==> src/design/epp_pkg.sv <==
// shared constants, types and tables for the euler pose projection core
package epp_pkg;

  localparam int COORD_WIDTH  = 24;
  localparam int ANGLE_W      = 16;
  localparam int SCALE_W      = 16;
  localparam int CORDIC_W     = 20;
  localparam int COEF_W       = 20;
  localparam int CORDIC_STEPS = 16;
  localparam int STEP_W       = 4;
  localparam int ANG_CNT_W    = 2;
  localparam int MUL_CNT_W    = 3;
  localparam int NUM_ANGLES   = 3;
  localparam int NUM_PRODS    = 8;
  localparam int CFG_IDX_W    = 3;
  localparam int CFG_DATA_W   = (COORD_WIDTH > SCALE_W) ? COORD_WIDTH : SCALE_W;
  localparam int IN_DATA_W    = ((3 * COORD_WIDTH + 7) / 8) * 8;
  localparam int OUT_DATA_W   = ((2 * COORD_WIDTH + 7) / 8) * 8;

  localparam int PROD_W    = COEF_W + COORD_WIDTH;
  localparam int DOT_W     = PROD_W + 2;
  localparam int SCL_W     = DOT_W + SCALE_W + 1;
  localparam int RND_SHIFT = 28;
  localparam int RND_W     = SCL_W - RND_SHIFT;
  localparam int SUM_W     = RND_W + 1;
  localparam int Q16_SHIFT = 16;

  localparam logic signed [CORDIC_W-1:0] PI_Q16      = CORDIC_W'(205887);
  localparam logic signed [CORDIC_W-1:0] HALF_PI_Q16 = CORDIC_W'(102944);
  localparam logic signed [CORDIC_W-1:0] GAIN_Q16    = CORDIC_W'(39797);

  localparam logic [CFG_IDX_W-1:0] CFG_SCALE    = CFG_IDX_W'(0);
  localparam logic [CFG_IDX_W-1:0] CFG_PITCH    = CFG_IDX_W'(1);
  localparam logic [CFG_IDX_W-1:0] CFG_YAW      = CFG_IDX_W'(2);
  localparam logic [CFG_IDX_W-1:0] CFG_ROLL     = CFG_IDX_W'(3);
  localparam logic [CFG_IDX_W-1:0] CFG_OFFSET_X = CFG_IDX_W'(4);
  localparam logic [CFG_IDX_W-1:0] CFG_OFFSET_Y = CFG_IDX_W'(5);

  typedef struct packed {
    logic                     busy;
    logic signed [COEF_W-1:0] r00;
    logic signed [COEF_W-1:0] r01;
    logic signed [COEF_W-1:0] r02;
    logic signed [COEF_W-1:0] r10;
    logic signed [COEF_W-1:0] r11;
    logic signed [COEF_W-1:0] r12;
  } coef_t;

  function automatic logic signed [CORDIC_W-1:0] atan_q16(input logic [STEP_W-1:0] i);
    logic signed [CORDIC_W-1:0] v;
    case (i)
      4'd0:    v = CORDIC_W'(51472);
      4'd1:    v = CORDIC_W'(30385);
      4'd2:    v = CORDIC_W'(16055);
      4'd3:    v = CORDIC_W'(8150);
      4'd4:    v = CORDIC_W'(4091);
      4'd5:    v = CORDIC_W'(2047);
      4'd6:    v = CORDIC_W'(1024);
      4'd7:    v = CORDIC_W'(512);
      4'd8:    v = CORDIC_W'(256);
      4'd9:    v = CORDIC_W'(128);
      4'd10:   v = CORDIC_W'(64);
      4'd11:   v = CORDIC_W'(32);
      4'd12:   v = CORDIC_W'(16);
      4'd13:   v = CORDIC_W'(8);
      4'd14:   v = CORDIC_W'(4);
      4'd15:   v = CORDIC_W'(2);
      default: v = '0;
    endcase
    return v;
  endfunction

endpackage

==> src/design/epp_coef.sv <==
// rotation coefficient unit: shared cordic for sin/cos and sequential q16 products
module epp_coef import epp_pkg::*; (
  input  logic                    clk,
  input  logic                    rst,
  input  logic                    start,
  input  logic [2:0][ANGLE_W-1:0] angles,
  output coef_t                   coef
);

  typedef enum logic [3:0] {
    S_IDLE = 4'b0001,
    S_LOAD = 4'b0010,
    S_ROT  = 4'b0100,
    S_MUL  = 4'b1000
  } state_t;

  state_t state;
  logic [ANG_CNT_W-1:0] ang;
  logic [STEP_W-1:0] step;
  logic [MUL_CNT_W-1:0] midx;
  logic flip;
  logic signed [CORDIC_W-1:0] x, y, z;
  logic signed [CORDIC_W-1:0] x_next, y_next, z_next;
  logic signed [CORDIC_W-1:0] sn [NUM_ANGLES];
  logic signed [CORDIC_W-1:0] cs [NUM_ANGLES];
  logic signed [COEF_W-1:0] p [NUM_PRODS];
  logic signed [CORDIC_W-1:0] z_load;
  logic signed [CORDIC_W-1:0] z_red;
  logic flip_load;
  logic signed [COEF_W-1:0] mul_a, mul_b;
  logic signed [2*COEF_W-1:0] prod;
  logic sum_pending;
  logic signed [COEF_W-1:0] r00, r01, r02, r10, r11, r12;

  // angle reduction into +-pi/2
  always_comb begin
    z_load = CORDIC_W'(signed'(angles[ang])) <<< 3;
    z_red = z_load;
    flip_load = 1'b0;
    if (z_load > HALF_PI_Q16) begin
      z_red = z_load - PI_Q16;
      flip_load = 1'b1;
    end else if (z_load < -HALF_PI_Q16) begin
      z_red = z_load + PI_Q16;
      flip_load = 1'b1;
    end
  end

  always_comb begin
    if (!z[CORDIC_W-1]) begin
      x_next = x - (y >>> step);
      y_next = y + (x >>> step);
      z_next = z - atan_q16(step);
    end else begin
      x_next = x + (y >>> step);
      y_next = y - (x >>> step);
      z_next = z + atan_q16(step);
    end
  end

  // operand order: sa*sb, cb*cc, cb*sc, ca*sc, sasb*cc, ca*cc, sasb*sc, sa*cb
  always_comb begin
    case (midx)
      3'd0:    begin mul_a = sn[0]; mul_b = sn[1]; end
      3'd1:    begin mul_a = cs[1]; mul_b = cs[2]; end
      3'd2:    begin mul_a = cs[1]; mul_b = sn[2]; end
      3'd3:    begin mul_a = cs[0]; mul_b = sn[2]; end
      3'd4:    begin mul_a = p[0];  mul_b = cs[2]; end
      3'd5:    begin mul_a = cs[0]; mul_b = cs[2]; end
      3'd6:    begin mul_a = p[0];  mul_b = sn[2]; end
      3'd7:    begin mul_a = sn[0]; mul_b = cs[1]; end
      default: begin mul_a = '0;    mul_b = '0;    end
    endcase
    prod = mul_a * mul_b + (2*COEF_W)'(32768);
  end

  always_ff @(posedge clk) begin
    if (rst) begin
      state <= S_LOAD;
      ang <= '0;
      sum_pending <= 1'b0;
    end else if (start) begin
      state <= S_LOAD;
      ang <= '0;
      sum_pending <= 1'b0;
    end else begin
      sum_pending <= 1'b0;
      case (state)
        S_IDLE: begin
          state <= S_IDLE;
        end
        S_LOAD: begin
          x <= GAIN_Q16;
          y <= '0;
          z <= z_red;
          flip <= flip_load;
          step <= '0;
          state <= S_ROT;
        end
        S_ROT: begin
          x <= x_next;
          y <= y_next;
          z <= z_next;
          step <= step + 1'b1;
          if (step == STEP_W'(CORDIC_STEPS - 1)) begin
            cs[ang] <= flip ? -x_next : x_next;
            sn[ang] <= flip ? -y_next : y_next;
            if (ang == ANG_CNT_W'(NUM_ANGLES - 1)) begin
              midx <= '0;
              state <= S_MUL;
            end else begin
              ang <= ang + 1'b1;
              state <= S_LOAD;
            end
          end
        end
        S_MUL: begin
          p[midx] <= prod[Q16_SHIFT +: COEF_W];
          midx <= midx + 1'b1;
          if (midx == MUL_CNT_W'(NUM_PRODS - 1)) begin
            sum_pending <= 1'b1;
            state <= S_IDLE;
          end
        end
        default: state <= S_IDLE;
      endcase
    end
  end

  always_ff @(posedge clk) begin
    if (sum_pending) begin
      r00 <= p[1];
      r01 <= -p[2];
      r02 <= COEF_W'(sn[1]);
      r10 <= p[3] + p[4];
      r11 <= p[5] - p[6];
      r12 <= -p[7];
    end
  end

  assign coef = {(state != S_IDLE) || sum_pending, r00, r01, r02, r10, r11, r12};

endmodule

==> config.mk <==
export PLATFORM = sky130hd
export DESIGN_NAME = epp_coef
export DESIGN_NICKNAME = d
export VERILOG_FILES = /design/src/design/epp_pkg.sv /design/src/design/epp_coef.sv
export SDC_FILE = /design/constraint.sdc
export NUM_CORES = 2
export LEC_CHECK = 0
export BUFFER_PORTS_ARGS = -buffer_cell sky130_fd_sc_hd__clkbuf_2
export CORE_UTILIZATION = 29
export DETAILED_ROUTE_END_ITERATION = 6
export PLACE_DENSITY_LB_ADDON = 0.3
export SLEW_MARGIN = 5
export SYNTH_ARGS = -nofsm -noshare
export SYNTH_HDL_FRONTEND = slang
export SYNTH_SLANG_ARGS = --single-unit
==> constraint.sdc <==
create_clock -name clk -period 19.5 [get_ports clk]
set_input_delay 3.9 -clock clk [delete_from_list [all_inputs] [get_ports clk]]
set_output_delay 3.9 -clock clk [all_outputs]
set_load 0.01 [all_outputs]
After elaboration in Yosys (flattened, before gate mapping) --
Memory sizes are Yosys's and may differ from the RTL's. A register that Yosys moved wholly into a read port is not among the register bits. Index checks and enable logic that the tools add are counted.
Operators by class: add/sub/neg operators 18, $mul 1, magnitude comparators 3, equality and inequality tests 16, shifts and indexed selects 2, mux-type cells 37, bitwise operators 4, reductions and logical operators 17
Operators by type and width (count):
- $mux 20 | 9
- $pmux 20 s4 | 2
- $pmux 20 s2 | 3
- $add 20x20->20 | 4
- $neg 20->20 | 4
- $sub 20x20->20 | 4
- $sshr 20x4->20 | 2
- $add 36x17->36 const B | 1
- $mul 20x20->36 | 1
- $bmux 16 s2 | 1
- $add 19x19->20 const B | 1
- $mux 4 | 5
- $sub 19x19->20 const B | 1
- $gt 19x18->1 const B | 1
- $lt 19x18->1 const B | 1
- $mux 16 | 1
- $eq 3x3->1 const B | 4
- $pmux 4 s3 | 1
- $mux 1 | 11
- $reduce_or 2->1 | 5
- $reduce_and 3->1 | 3
- $reduce_or 3->1 | 3
- $eq 4x4->1 const B | 2
- $pmux 4 s2 | 1
- 19 further kinds | 27
Storage, ports and cells: bits in registers 175, RAM bits 280, ROM bits 512, input bits 51, output and inout port bits 121, logic and storage cells 117, memories 5
Memories:
- (name not given) | depth 16, width 16, rd ports 1, clocked after memory_dff 1, wr ports 0, RTL line epp_pkg.sv:51 | case (i)
- (name not given) | depth 16, width 16, rd ports 1, clocked after memory_dff 1, wr ports 0, RTL line epp_pkg.sv:51
- p | depth 8, width 20, rd ports 8, clocked after memory_dff 1, wr ports 1, RTL line epp_coef.sv:26 | logic signed [COEF_W-1:0] p [NUM_PRODS];
- cs | depth 3, width 20, rd ports 3, clocked after memory_dff 0, wr ports 1, RTL line epp_coef.sv:25 | logic signed [CORDIC_W-1:0] cs [NUM_ANGLES];
- sn | depth 3, width 20, rd ports 3, clocked after memory_dff 0, wr ports 1, RTL line epp_coef.sv:24 | logic signed [CORDIC_W-1:0] sn [NUM_ANGLES];

Logic depth before layout (Yosys ltp) --
word-level depth 6, mapped depth 38, gate-level depth less buffers 32

Least setup slack after synthesis --
OpenSTA, ideal clock, no wires.
path kind reg2reg, from reg midx[1], to mem p[0][18], data pin, library setup time 231 ps, data arrival time 8841 ps, required time 19269 ps, path slack 10428 ps, stages on the path, launching flop included 37, path buffers 6, clock period less this slack 9072 ps, cell sequence edfxtp_1 > ha_1 > ha_1 > or2_2 > or3_1 > clkbuf_1 > clkbuf_1 > clkbuf_1 > clkbuf_1 > o21ai_0 > clkbuf_1 > clkbuf_1 > nor2_1 > fa_1 > fa_1 > inv_1 > fa_1 > inv_1 > fa_1 > inv_1 > fa_1 > inv_1 > fa_1 > inv_1 > fa_1 > inv_1 > ha_1 > a21o_1 > a21oi_1 > o21bai_1 > a311oi_1 > a2bb2oi_1 > o21ai_1 > o41ai_2 > o21bai_1 > a21oi_1 > xnor2_1
Between the ends: cells in the longest elaborated chain, start to end 5, elaborated cells on any way between the ends 18, classes of those cells add/sub: 1; mul: 1; eq/ne: 7; mux: 2; reduce/logical: 7
RTL lines:
- start: declaration | RTL line epp_coef.sv:20 | logic [MUL_CNT_W-1:0] midx;
- start signal: assignment | RTL line epp_coef.sv:119 | midx <= midx + 1'b1;
- $eq 3x3->1 (tied with other cells) | RTL line epp_coef.sv:63 | case (midx)
- $reduce_or 3->1 (no line) / $reduce_or 2->1 (equally long branches)
- $pmux 20 s4 | RTL line epp_coef.sv:63
- $mul 20x20->36 * | RTL line epp_coef.sv:74 | prod = mul_a * mul_b + (2*COEF_W)'(32768);
- $add 36x17->36 * | RTL line epp_coef.sv:74
- via prod[34] | RTL line epp_coef.sv:31 | logic signed [2*COEF_W-1:0] prod;
- end: declaration | RTL line epp_coef.sv:26
The timed path passes the listed nets; every way through them passes the cells marked *.

Final worst setup path --
from reg midx[1], to mem p[5][17], data pin
The elaborated chain is that of the path after synthesis.

==> impl_metrics.yaml <==
status:
  status: "finished, violations left"
  violations: "design-rule violations"
power:
  p_clk_frac: 0.389
  powerDensity_nw_per_um2: 58.6
  swShare: 0.270
  leakage_uw: 0.0182
  seqPwrFrac: 0.459
  p_int_uw: 1900
  power_uw: 2600
  ir_worst_vdd_mv: 0.0643
  switchingPower_uw: 703
  pwr-share-comb: 0.153
logic_synthesis:
  synth-seq-cells: 491
  synth.distinct_cells: 87
  syn_area_per_cell_um2: 10.7
  yosys.area.top_type: "edfxtp_1"
  synthSimpleGateAreaFrac: 0.117
  ys.flop_type: "edfxtp_1"
  ys_seq_area_frac: 0.367
  synth_compound_area_frac: 0.0922
  synth_top_family_by_area: "adder cells"
  synthMuxAreaShare: 0.0390
  synth_edf_count: 468
  yosys.area_share.adder: 0.267
  synth_top_area_frac: 0.355
  synthTopCellsByArea: "edfxtp_1, fa_1, ha_1"
  syn-num-nets: 4344
  yosysWarnings: 0
  synth_xor_area_frac: 0.0568
  ys_async_sr_fraction: 0
  synth_cells: 3682
  synth_area_um2: 39600
clocking:
  clkTransAtPathRegs_ps: 60
  post-cts-setup-buffers: 0
  clockRootBuffer: "clkbuf_16"
  cts_inserted_buffers: 53
  cts_tree: "built"
  clk_latency_ps: 630
  htreeDepth: 2
  cts_hold_buf: 0
  cts.sinks: 491
  post_cts_resized: 0
  clk_path_buf_depth: 3
drt:
  ant_nets: 0
  drt_first_pass_iters: 7
  via_per_inst: 4.92
  drc_errors: 8
  via_count: 27900
  wl_per_cell_um: 20.3
  drt-total-wl_um: 115000
  drt_iter0_drc: 2357
finish:
  fin_nets: 4504
  largestRegisters: "p x160, cs x60, sn x60"
  layout_common_cells: "inv_1, edfxtp_1, nor2_1, fa_1, nand2_1"
  drive_above_1_share: 0.111
  design_area_um2: 44400
  syn_to_final_growth_pct: 12.2
  final_common_cell: "inv_1"
  regMostFlops: "p"
  largest_reg_flops: 160
min_path:
  worstHoldEndpoint: "r00[0]"
  hold_class: "flop to flop"
  min_from: "p[1][0]"
  holdPathStages: 0
sta:
  rsz0062_at_grt: "no"
  final-hold-violation-count: 0
  finalCritPeriodShare: 0.528
  tightestPinTransition_ps: 1440
  maxSlewHeadroom: 0.0318
  clock-skew-final_ps: 20.9
  max_freq_mhz: 97.2
  fin_ws_ps: 9210
  setup_viol: 0
  setup_tns_ps: 0
  min_period_ps: 10290
  slew_violations: 0
critical_path:
  r2r_setup_slack_ps: 9210
  cp_common_cell: "fa_1"
  critPathSlowestCell: "a21o_1"
  r2r.worst_path.cells: 29
  worstPathArrival_ps: 10590
  crit_required_ps: 19800
  worst-path-max-fanout: 50
  r2r-end: "p[5][17]"
  critPathMaxStageDelay_ps: 760
  critPathLaunchType: "flop"
  crit_path_end_kind: "flop"
  worstReg2RegStart: "midx[1]"
  path_class: "flop to flop"
die:
  core_um2: 135000
  die_x_um: 371
  die_h_um: 371
  rows: 135
  die-area_um2: 138000
  initial_core_util: 0.292
  ios: 172
global_routing:
  grt-ovfl-total: 0
  grt_first_pass_wirelength_um: 174000
  grt_pass1_vias: 27900
  grt_max_degree: 78
  met3_usage: 0.0267
  met1_usage: 0.227
  busiest_layer: "met2"
  use_met2: 0.273
  grt.total_usage: 0.167
  antenna_found_initial: 4
place:
  pre_cts_slack_ps: 9060
  place.gp.congestion: 0.919
  dpl_cell_area_um2: 42700
  hpwl_um: 88300
  port_buffers: 171
flow_run:
  cap_violations: 0
==> layer usage <==
metal,share of wire,vias up
met4,0.028,0
li1,-,12800
met5,0,-
met2,0.47,939
met1,0.44,14000
met3,0.064,168
==> logic make-up after synthesis <==
| kind of cell | Yosys count |
|---|---|
| flip-flops | 491 |
| AO/OA/AOI/OAI | 559 |
| adder cells (fa/ha/maj) | 611 |
| buffers and inverters | 637 |
| AND/OR/NAND/NOR | 1026 |
| multiplexers | 103 |
| XOR/XNOR | 255 |
==> layout make-up <==
type | instances | area [µm²]
clock buffers | 65 | 1370
fillers | 13700 | 91100
clock inverters | 32 | 329
inverters | 505 | 1900
flip-flops and latches | 491 | 14500
diodes | 2 | 5.00
repair buffers | 237 | 1350
well taps | 1781 | 2230
multi-input cells | 2554 | 22700
==> through the flow <==
| step | utilization | instances | hold WS [ps] |
|---|---|---|---|
| after floorplan | - | 3682 | 400 |
| after detailed placement | 0.315 | 5568 | 405 |
| after global routing | 0.328 | 5665 | 416 |
| final | 0.328 | 5667 | 412 |
| after global placement | 0.315 | 5568 | 404 |
| after CTS | 0.328 | 5665 | 416 |
==> power groups by stage <==
stage	clock network [µW]	logic, µW	registers, µW
after floorplan	0	275	1210
after global placement	0	392	1210
final	1010	397	1190
after detailed placement	0	395	1210
after CTS	1040	397	1190
after global routing	1070	437	1190
==> cell usage after synthesis, types with 40 or more instances <==
master	number
inv_1	503
edfxtp_1	468
nor2_1	460
fa_1	388
nand2_1	249
ha_1	223
a21oi_1	173
xnor2_1	168
clkbuf_1	102
o21ai_0	97
xor2_1	86
nor3_1	54
a21o_1	51
nand2b_1	50
a222oi_1	40
==> worst max-delay path: cells and delay by family (launching register included) <==
family | cells | cell delay [ps]
AOI/OAI and AO/OA | 5 | 1730
xor gates and xnor gates | 1 | 670
adders and majority gates | 9 | 4540
buffers and inverters | 8 | 1400
DFF | 1 | 520
and+or+nand+nor | 6 | 1070
==> worst max path at each step <==
| stage | from | cells after the start | to |
|---|---|---|---|
| 2_1_floorplan | midx[1] | 36 | p[0][18] |
| 5_1_grt | midx[1] | 30 | p[5][17] |
| 3_5_place_dp | midx[1] | 28 | p[4][17] |
| 4_1_cts | midx[1] | 28 | p[5][17] |
| 3_3_place_gp | midx[1] | 26 | p[6][17] |
| 6_report | midx[1] | 29 | p[5][17] |
(Power assumes the default switching activity.)
